`src/chm_pkg.sv`:
```
package chm_pkg;

  localparam int FieldWords = 4;
  localparam logic [31:0] HashSeed  = 32'h811C9DC5;
  localparam logic [31:0] HashMul   = 32'h9E3779B1;
  localparam logic [31:0] FinalMul  = 32'h85EBCA6B;

  typedef enum logic [2:0] {
    ST_HIT      = 3'd0,
    ST_MISS     = 3'd1,
    ST_UPDATED  = 3'd2,
    ST_INSERTED = 3'd3,
    ST_FULL     = 3'd4
  } status_t;

  typedef enum logic [0:0] {
    FUNC_LOOKUP = 1'b0,
    FUNC_INSERT = 1'b1
  } func_t;

  typedef enum logic [0:0] {
    REG_KEY_WORDS   = 1'b0,
    REG_VALUE_WORDS = 1'b1
  } reg_idx_t;

  // IEEE single equality: signed zeros equal, NaN never equal
  function automatic logic single_equal(input logic [31:0] a, input logic [31:0] b);
    logic r;
    begin
      if (((a | b) & 32'h7FFFFFFF) == 32'd0) r = 1'b1;
      else if ((a & 32'h7FFFFFFF) > 32'h7F800000) r = 1'b0;
      else r = (a == b);
      return r;
    end
  endfunction

endpackage

```
`src/chm_hash.sv`:
```
// Iterative key mix: one round per cycle, one 32x32 multiply per round.
module chm_hash #(
  parameter int BUCKET_BITS = 10
) (
  input  logic                   clk,
  input  logic                   rst_n,
  input  logic                   start,
  input  logic [31:0]            key [chm_pkg::FieldWords],
  input  logic [2:0]             nk,
  output logic                   done,
  output logic [BUCKET_BITS-1:0] bucket
);

  typedef enum logic [3:0] {
    H_IDLE = 4'b0001,
    H_MIX  = 4'b0010,
    H_FIN  = 4'b0100,
    H_DONE = 4'b1000
  } hstate_t;

  hstate_t     st_r, st_nxt;
  logic [31:0] h_r, h_nxt;
  logic [2:0]  i_r, i_nxt;
  logic [31:0] t;
  logic [63:0] p;

  always_comb begin
    st_nxt = st_r;
    h_nxt  = h_r;
    i_nxt  = i_r;
    t      = 32'd0;
    p      = 64'd0;
    case (st_r)
      H_IDLE: begin
        if (start) begin
          h_nxt  = chm_pkg::HashSeed;
          i_nxt  = 3'd0;
          st_nxt = H_MIX;
        end
      end
      H_MIX: begin
        t     = h_r ^ key[i_r[1:0]];
        p     = {32'd0, t} * {32'd0, chm_pkg::HashMul};
        h_nxt = p[31:0] ^ {16'd0, p[31:16]};
        i_nxt = i_r + 3'd1;
        if (i_nxt >= nk) st_nxt = H_FIN;
      end
      H_FIN: begin
        t      = h_r ^ {13'd0, h_r[31:13]};
        p      = {32'd0, t} * {32'd0, chm_pkg::FinalMul};
        h_nxt  = p[31:0] ^ {16'd0, p[31:16]};
        st_nxt = H_DONE;
      end
      H_DONE: st_nxt = H_IDLE;
      default: st_nxt = H_IDLE;
    endcase
  end

  always_ff @(posedge clk) begin
    if (!rst_n) begin
      st_r <= H_IDLE;
    end else begin
      st_r <= st_nxt;
    end
    h_r <= h_nxt;
    i_r <= i_nxt;
  end

  assign done   = (st_r == H_DONE);
  assign bucket = h_r[BUCKET_BITS-1:0];

endmodule

```
`config.mk`:
```
export PLATFORM = sky130hd
export DESIGN_NAME = chm_hash
export DESIGN_NICKNAME = d
export VERILOG_FILES = /design/src/chm_pkg.sv /design/src/chm_hash.sv
export SDC_FILE = /design/constraint.sdc
export NUM_CORES = 1
export LEC_CHECK = 0
export ABC_CLOCK_PERIOD_IN_PS = 8500
export BUFFER_PORTS_ARGS = -buffer_cell sky130_fd_sc_hd__buf_2
export CORE_MARGIN = 4
export CORE_UTILIZATION = 30
export CTS_CLUSTER_SIZE = 40
export DETAILED_ROUTE_END_ITERATION = 16
export SLEW_MARGIN = 20
export SYNTH_ARGS = -nofsm -noshare
export SYNTH_HDL_FRONTEND = slang
export SYNTH_SLANG_ARGS = --single-unit
```
`constraint.sdc`:
```
create_clock -name clk -period 8.5 [get_ports clk]
set_input_delay 1.275 -clock clk [delete_from_list [all_inputs] [get_ports clk]]
set_output_delay 1.275 -clock clk [all_outputs]
set_load 0.05 [all_outputs]
```
==> flow_summary.toml, run 1 <==
[floorplan]
start_util = 0.304
pin_count = 145
dieArea_sq_um = 75800
rows = 97
die_w_microns = 275
core_sq_um = 70400
die_h_microns = 275

[worst_setup_path]
worstPathArrival_ps = 8260
crit_type = "in -> reg"
crit_family = "adder cells"
crit_cells = 26
cp_slowest_stage_delay_ps = 600
cp-end-kind = "flop"
worst-path-max-fanout = 5
crit_top_cell = "fa_1"
cpMaxStageDelayCell = "mux4_2"
crit_path_end = "h_r[7]"
reg2reg_to = "h_r[11]"
cp.required_ps = 8530
startpoint = "key[11]"
critPathBufInv = 7
worst-r2r-setup-slack_ps = 580
ff2ff_path_depth = 25
r2r_start = "h_r[0]"
start_kind = "primary input"

[timing]
setup-violations-final = 0
finClkSkew_ps = 8.82
max-slew-margin-rel = 0.486
finalCritPeriodShare = 0.968
worstMarginPinSlew_ps = 770
hold_viol = 0
slew_viol_final = 0
finalWorstSetupSlack_ps = 272
fmax_mhz = 122
finalCriticalPeriod_ps = 8230

[clock_network]
path_clk_slew_ps = 60
clock_path_buffers = 2
cts_tree = "yes"
insertion_delay_ps = 300
cts_sinks = 39
cts_buffers = 5
root_buffer = "clkbuf_16"
hold_buffers = 0
htreeDepth = 2

[logic_synthesis]
ys.flop_type = "edfxtp_1"
netlist_instances = 2126
yosysSeqAreaShare = 0.0528
synth_nets = 3033
synth_cell_type_count = 64
synth.avg_cell_area_sq_um = 10.1
ys_ff_latch = 39
ys.warnings.count = 0
synthArstFlopShare = 0
synth_edf_count = 35
syn_area_sq_um = 21400

[grt]
grt_pass1_wl_microns = 98000
antenna_found_initial = 4
grt_usage = 0.172
grt_pass1_vias = 16713
gr-total-overflow = 0
grt_max_degree = 33

[layout]
layout_common_cells = "683 x inv_1, 407 x fa_1, 361 x ha_1"
drive_gt1_frac = 0.167
layout_commonest_cell = "inv_1"
diodes = 0
fin_cells = 3367
nets = 3333
area_delta_synth_final_pct = 16.6

[placed_design]
io_buffers = 144
pre_cts_ws_ps = -396
placed_cells = 3357
finalWeightedCongestion = 0.926
dp_hpwl_microns = 58700

[routing]
drcViolationCount = 0
wl_per_cell_microns = 19.1
vias = 15153
vias_per_cell = 4.50
drtIter0Drc = 737
dr.pass1.iters = 5
route.final.wire_length_microns = 64400
drtAntennaViolNets = 0

[run_status]
status = "finished clean"

[run]
cap_violations = 0

[hold_path]
hold_class = "reg -> reg"
==> how the worst min path moves through the flow <==
stage                        from      end  slack [ps]  cells after the start
after CTS                  i_r[2]   i_r[2]         730                      2
after floorplan           st_r[3]  st_r[1]         630                      3
final                      i_r[2]   i_r[2]         730                      2
after global placement     i_r[2]   i_r[2]         710                      2
after detailed placement   i_r[2]   i_r[2]         710                      2
after global routing       i_r[2]   i_r[2]         740                      2
==> flip-flops by register name (all words and copies together), names as in the netlist <==
signal and cells:
h_r 32, st_r 4, i_r 3
==> through the flow <==
stage	hold WS (ps)	utilization	setup TNS (ps)	cell area, sq um
final	735	0.355	0	25000
after global routing	741	0.355	-3.87	25000
after CTS	731	0.353	0	24800
after detailed placement	709	0.350	-2220	24600
after global placement	710	0.350	-1810	24600
after floorplan	627	-	0	21500
==> cell usage after synthesis (all sizes together), types with 3 or more instances <==
cell | instances | area (sq um)
xnor2 | 124 | 1120
nor4b | 5 | 43.8
a311oi | 3 | 26.3
or3 | 4 | 25.0
and3 | 5 | 31.3
buf | 17 | 138
o22ai | 10 | 62.6
a31oi | 7 | 43.8
a2111oi | 5 | 56.3
edfxtp | 35 | 1050
fa | 409 | 8190
nor2b | 4 | 25.0
a31o | 3 | 26.3
xor2 | 90 | 837
nand2b | 9 | 56.3
nor3 | 15 | 75.1
a21boi | 3 | 22.5
o21a | 8 | 60.1
nand2 | 53 | 199
xnor3 | 5 | 113
and2 | 6 | 37.5
a21o | 22 | 165
o21bai | 4 | 30.0
mux4 | 32 | 721
inv | 685 | 2570
a22o | 6 | 52.6
a21oi | 44 | 220
o21ai | 39 | 195
o211ai | 11 | 82.6
dfxtp | 4 | 80.1
a211oi | 7 | 52.6
clkbuf | 15 | 56.3
nand3 | 11 | 55.1
nor2 | 35 | 131
ha | 364 | 4550
o221ai | 6 | 52.6
==> cell type report <==
cell class                      instances  area (sq um)
Multi-Input combinational cell       1370         17800
Inverter                              685          2570
Fill cell                            7261         45400
Clock inverter                          2          60.1
Clock buffer                            6           129
Tap cell                              940          1180
Sequential cell                        39          1130
Timing Repair Buffer                  325          2140
==> tightest hold or removal path, delay by kind of cell, from the launching register on <==
kind	cells	cell delay [ps]
XOR/XNOR	1	90
flip-flops	1	350
AND/OR/NAND/NOR	1	130
==> layer usage <==
layer  GRT usage  wire length [microns]  up-vias
li1            -                      -     7130
met4      0.0414                   1860        4
met3      0.0503                   5150       87
met2       0.280                  29200      415
met1       0.227                  28100     7517
met5           0                     34        -
==> kinds of logic after synthesis <==
kind of cell             count (synthesis)  share of synthesized area
adder cells (fa/ha/maj)                774                      0.595
AO/OA/AOI/OAI                          189                     0.0583
multiplexers                            33                     0.0341
XOR/XNOR                               219                     0.0964
AND/OR/NAND/NOR                        155                     0.0346
flip-flops                              39                     0.0528
buffers and inverters                  717                      0.129
==> timing repair <==
action	CTS	global route
endpoints found under the hold margin	0	0
setup endpoints to repair	1	13
resized for setup	2	21
pin swaps	2	13
buffers inserted	0	2
Power of run 1 is left out: the tool's default activity adds up to more than one toggle a clock period on the data nets, which glitch-free logic cannot reach.
==> run 2, diff against run 1 <==
--- a/config.mk
+++ b/config.mk
@@ -5,12 +5,14 @@
 export SDC_FILE = /design/constraint.sdc
 export NUM_CORES = 1
 export LEC_CHECK = 0
+export ABC_AREA = 1
 export ABC_CLOCK_PERIOD_IN_PS = 8500
 export BUFFER_PORTS_ARGS = -buffer_cell sky130_fd_sc_hd__buf_2
 export CORE_MARGIN = 4
 export CORE_UTILIZATION = 30
 export CTS_CLUSTER_SIZE = 40
 export DETAILED_ROUTE_END_ITERATION = 16
+export HOLD_SLACK_MARGIN = 0.1
 export SLEW_MARGIN = 20
 export SYNTH_ARGS = -nofsm -noshare
 export SYNTH_HDL_FRONTEND = slang
==> run 2 against run 1 <==
Against the previous run:
- non-clock buffer count is 108 lower
- sequential cell count stayed put
- via count is 15% higher
- die area is 3.8% higher
- critical path depth is 8 higher
- largest cell class unchanged
- count of clock-buffer cells in the layout is 1 lower
- clock skew is 3.3 ps lower
- utilization is 1.7 points lower
- critical path type unchanged
- sequential share of layout area hardly changed
- worst hold slack worse by 140 ps
- design area is 0.80% lower
- area after synthesis is 3.9% higher
==> flow_summary.toml, run 2 <==
[layout]
diodes = 0
top_regs = "h_r x32, st_r x4, i_r x3"
largest_reg_flops = 32
nets = 3750
area_delta_synth_final_pct = 11.3
final_util = 0.338
drive_gt1_frac = 0.0953
nFillCells = 7751
multiInputGateArea_sq_um = 18000
layout_commonest_cell = "inv_1"
layout_common_cells = "790 x inv_1, 409 x fa_1, 399 x nand2_1"
design_area_sq_um = 24800
seq_area_sq_um = 1130
top_register = "h_r"

[routing]
wl_per_cell_microns = 18.1
route.final.wire_length_microns = 68800
wl_met3_microns = 6200
drtAntennaViolNets = 0
drtIter0Drc = 1106
wl_met2_microns = 29700
wl_met1_microns = 31000
dr.pass1.iters = 5
vias_per_cell = 4.56
drcViolationCount = 0
vias = 17358
dr.max_layer_used = "met4"

[logic_synthesis]
synth_nets = 3563
synth.avg_cell_area_sq_um = 8.39
synth.most_common_cell = "inv_1"
synth_area_leaders = "fa_1 37%, ha_1 20%, inv_1 13%, nand2_1 6.7%, edfxtp_1 4.7%"
synth_area_leader_cell = "fa_1"
yosys-top-cells-count = "790 x inv_1, 409 x fa_1, 399 x nand2_1"
netlist_instances = 2656
ys.flop_type = "edfxtp_1"
yosysSeqAreaShare = 0.0508
synthArstFlopShare = 0
synth_cell_type_count = 40
synth_edf_count = 35
syn_area_sq_um = 22300
ys_ff_latch = 39
yosysTopAreaCellShare = 0.368
ys.warnings.count = 0

[grt]
antenna_found_initial = 3
grt_max_degree = 58
gr-total-overflow = 0
grt_usage = 0.176
grt_pass1_vias = 18066
grt_pass1_wl_microns = 105000

[timing]
whs_ps = 596
tns_ps = 0
fmax_mhz = 123
finClkSkew_ps = 5.56
finalCriticalPeriod_ps = 8150
slew_viol_final = 0
hold_viol = 0
rsz0062_at_grt = "false"
finalCritPeriodShare = 0.959
worstMarginPinSlew_ps = 935
max-slew-margin-rel = 0.375
setup-violations-final = 0

[clock_network]
cts_buffers = 5
path_clk_slew_ps = 60
cts_sinks = 39
hold_buffers = 0
cts_tree = "yes"
htreeDepth = 2
insertion_delay_ps = 290
clock_path_buffers = 2
root_buffer = "clkbuf_16"

[floorplan]
rows = 99
start_util = 0.304
pin_count = 145
die_w_microns = 281
dieArea_sq_um = 78700
core_sq_um = 73300
die_h_microns = 281

[worst_setup_path]
cp_slowest_stage_delay_ps = 540
crit_type = "in -> reg"
start_kind = "primary input"
worst-path-max-fanout = 6
cpMaxStageDelayCell = "fa_1"
worst-r2r-setup-slack_ps = 400
cp.required_ps = 8540
crit_top_cell = "fa_1"
worstPathArrival_ps = 8190
cp-end-kind = "flop"

[hold_path]
hold_class = "reg -> reg"

[run]
cap_violations = 0

[placed_design]
dp_hpwl_microns = 62400
placed_area_sq_um = 24600
io_buffers = 144
finalWeightedCongestion = 0.946

[run_status]
status = "finished clean"
run 2: changes by cell type in the layout (fill, tap and decap cells not counted), moves of 15 or more:
cell      delta
mux4_2      -32
nand2_1    +346
nand3b_1    +15
o21ai_0     +26
a21o_1      -19
or2_2       +17
nor2_1      +45
buf_4      -108
xnor2_1     -65
nand3_1    +135
inv_1      +107
a21oi_1     +32
run 2: worst paths after layout:
check        startpoint  cells after the start  endpoint
max             key[73]                     34   h_r[14]
max reg2reg      i_r[0]                     35   h_r[13]
min             st_r[3]                      3   st_r[1]
min reg2reg     st_r[3]                      3   st_r[1]
run 2: layer usage:
metal | global-route usage | vias up
li1 | - | 8404
met1 | 0.249 | 8288
met2 | 0.274 | 599
met3 | 0.0421 | 67
met4 | 0.0363 | 0
met5 | 0 | -
run 2: cells by family after synthesis:
kind of cell	count (synthesis)	share of synthesized area
AOI/OAI and AO/OA	195	0.0503
DFF	39	0.0508
buffers and inverters	834	0.144
xor gates and xnor gates	123	0.0497
adders and majority gates	773	0.572
and+or+nand+nor	692	0.133
run 2: what timing repair did:
item | 4_1_cts | 5_1_grt
endpoints found under the setup margin | 0 | 6
gates resized for setup | 0 | 6
setup buffers | 0 | 2
run 2: cell type report:
type,count,share of cell area
multi-input cells,1783,0.724
flip-flops and latches,39,0.0456
clock inverters,3,0.00177
inverters,797,0.121
clock buffers,5,0.00505
well taps,959,0.0484
repair buffers,217,0.0539
run 2: worst max-delay path: cells and delay by family:
| kind | cells | cell delay, ps |
|---|---|---|
| AO/OA/AOI/OAI | 6 | 910 |
| AND/OR/NAND/NOR | 9 | 1060 |
| adder cells (fa/ha/maj) | 9 | 3920 |
| XOR/XNOR | 2 | 460 |
| buffers and inverters | 8 | 570 |
run 2: stage by stage:
step | std cells | setup slack, ps
3_3_place_gp | 3792 | 123
6_report | 3803 | 351
4_1_cts | 3800 | 355
5_1_grt | 3803 | 6.73
3_5_place_dp | 3792 | 68.4
2_1_floorplan | 2656 | 316
Power of run 2 is left out for the same reason.
==> run 3, diff against run 2 <==
--- a/config.mk
+++ b/config.mk
@@ -6,7 +6,7 @@
 export NUM_CORES = 1
 export LEC_CHECK = 0
 export ABC_AREA = 1
-export ABC_CLOCK_PERIOD_IN_PS = 8500
+export ABC_CLOCK_PERIOD_IN_PS = 9020
 export BUFFER_PORTS_ARGS = -buffer_cell sky130_fd_sc_hd__buf_2
 export CORE_MARGIN = 4
 export CORE_UTILIZATION = 30
==> constraint.sdc (replaced) <==
create_clock -name clk -period 9.02 [get_ports clk]
set_input_delay 1.353 -clock clk [delete_from_list [all_inputs] [get_ports clk]]
set_output_delay 1.353 -clock clk [all_outputs]
set_load 0.05 [all_outputs]
==> run 3 against run 2 <==
Against the previous run:
- global-route usage barely moved
- sequential share of layout area rose by 0.073 points
- utilization fell by 0.53 points
==> flow_summary.toml, run 3 (same netlist as run 2, synthesis figures left out) <==
[worst_setup_path]
crit_type = "reg -> reg"
cp_slowest_stage_delay_ps = 560
worst-path-max-fanout = 26
crit_family = "adder cells"
start_kind = "flop"
worst-r2r-setup-slack_ps = 520
cp.required_ps = 9070
worstPathArrival_ps = 8550
reg2reg_to = "h_r[13]"
r2r_start = "i_r[0]"
critPathBufInv = 8
cpMaxStageDelayCell = "fa_1"
cp-end-kind = "flop"
ff2ff_path_depth = 31
crit_top_cell = "fa_1"

[run_status]
status = "finished clean"

[grt]
grt_usage = 0.175
antenna_found_initial = 4
gr-total-overflow = 0
grt_pass1_vias = 17776
grt_max_degree = 48
grt_pass1_wl_microns = 104000

[routing]
vias = 17354
wl_per_cell_microns = 18.1
route.final.wire_length_microns = 68200
vias_per_cell = 4.61
drtIter0Drc = 1071
drcViolationCount = 0
drtAntennaViolNets = 0
dr.pass1.iters = 5

[layout]
drive_gt1_frac = 0.0816
largest_reg_flops = 32
top_register = "h_r"
top_regs = "h_r x32, st_r x4, i_r x3"
layout_commonest_cell = "inv_1"
nFillCells = 7731
area_delta_synth_final_pct = 9.52
layout_common_cells = "790 x inv_1, 409 x fa_1, 399 x nand2_1"
nets = 3714
diodes = 0

[floorplan]
pin_count = 145
core_sq_um = 73300
rows = 99
die_h_microns = 281
die_w_microns = 281
dieArea_sq_um = 78700
start_util = 0.304

[hold_path]
hp-start = "st_r[3]"
hold_class = "reg -> reg"
holdPathEnd = "st_r[1]"
whs_path_depth = 3

[timing]
setup-violations-final = 0
finClkSkew_ps = 6.38
max-slew-margin-rel = 0.382
slew_viol_final = 0
hold_viol = 0
rsz0062_at_grt = "false"
finalCriticalPeriod_ps = 8500
worstMarginPinSlew_ps = 924
finalCritPeriodShare = 0.943
fmax_mhz = 118
tns_ps = 0

[clock_network]
root_buffer = "clkbuf_16"
cts_resized = 0
htreeDepth = 2
cts_sinks = 39
insertion_delay_ps = 290
path_clk_slew_ps = 70
hold_buffers = 0
cts_tree = "yes"
post_cts_buffers = 0
cts_buffers = 5
clock_path_buffers = 2

[placed_design]
dp_hpwl_microns = 61800
finalWeightedCongestion = 0.952
io_buffers = 144

[run]
cap_violations = 0
==> run 3: changes by cell type in the layout (fill, tap and decap cells not counted), sizes merged <==
cell / change
clkinv: -1
clkinvlp: +1
buf: -35
bufinv: -1
==> run 3: per-layer routing <==
| metal | vias up | track usage | wire, microns |
|---|---|---|---|
| met5 | - | 0 | 0 |
| li1 | 8329 | - | - |
| met4 | 0 | 0.0334 | 1620 |
| met2 | 596 | 0.276 | 29800 |
| met1 | 8374 | 0.248 | 30500 |
| met3 | 55 | 0.0424 | 6220 |
==> run 3: final cells by class <==
cell class	instances	area [sq um]	area share
Clock inverter	2	12.5	0.000513
Clock buffer	6	129	0.00528
Sequential cell	39	1130	0.0464
Tap cell	959	1200	0.0492
Inverter	797	2990	0.123
Multi-Input combinational cell	1783	17900	0.735
Timing Repair Buffer	181	998	0.0409
==> run 3: worst max-delay path by stage <==
stage | from | to | slack, ps | depth (start not counted)
detailed placement | key[8] | h_r[13] | 350 | 35
finish | i_r[0] | h_r[13] | 520 | 31
global route | i_r[0] | h_r[14] | 0.02 | 34
floorplan | key[72] | h_r[13] | 760 | 34
CTS | i_r[0] | h_r[13] | 500 | 31
global placement | key[73] | h_r[13] | 430 | 35
==> run 3: per-stage QoR <==
stage	hold WS (ps)	utilization	setup WS, ps	cell area [sq um]	instances
5_1_grt	649	0.333	0.0160	24400	3767
3_3_place_gp	575	0.331	431	24300	3759
2_1_floorplan	532	-	758	22300	2656
4_1_cts	609	0.333	504	24400	3767
3_5_place_dp	592	0.331	347	24300	3759
6_report	601	0.333	517	24400	3767
==> run 3: worst min-delay path, delay by kind of cell (launching register included) <==
| family | cells | cell delay (ps) |
|---|---|---|
| AOI/OAI and AO/OA | 1 | 70 |
| DFF | 1 | 330 |
| and+or+nand+nor | 2 | 160 |
Power of run 3 is left out for the same reason.
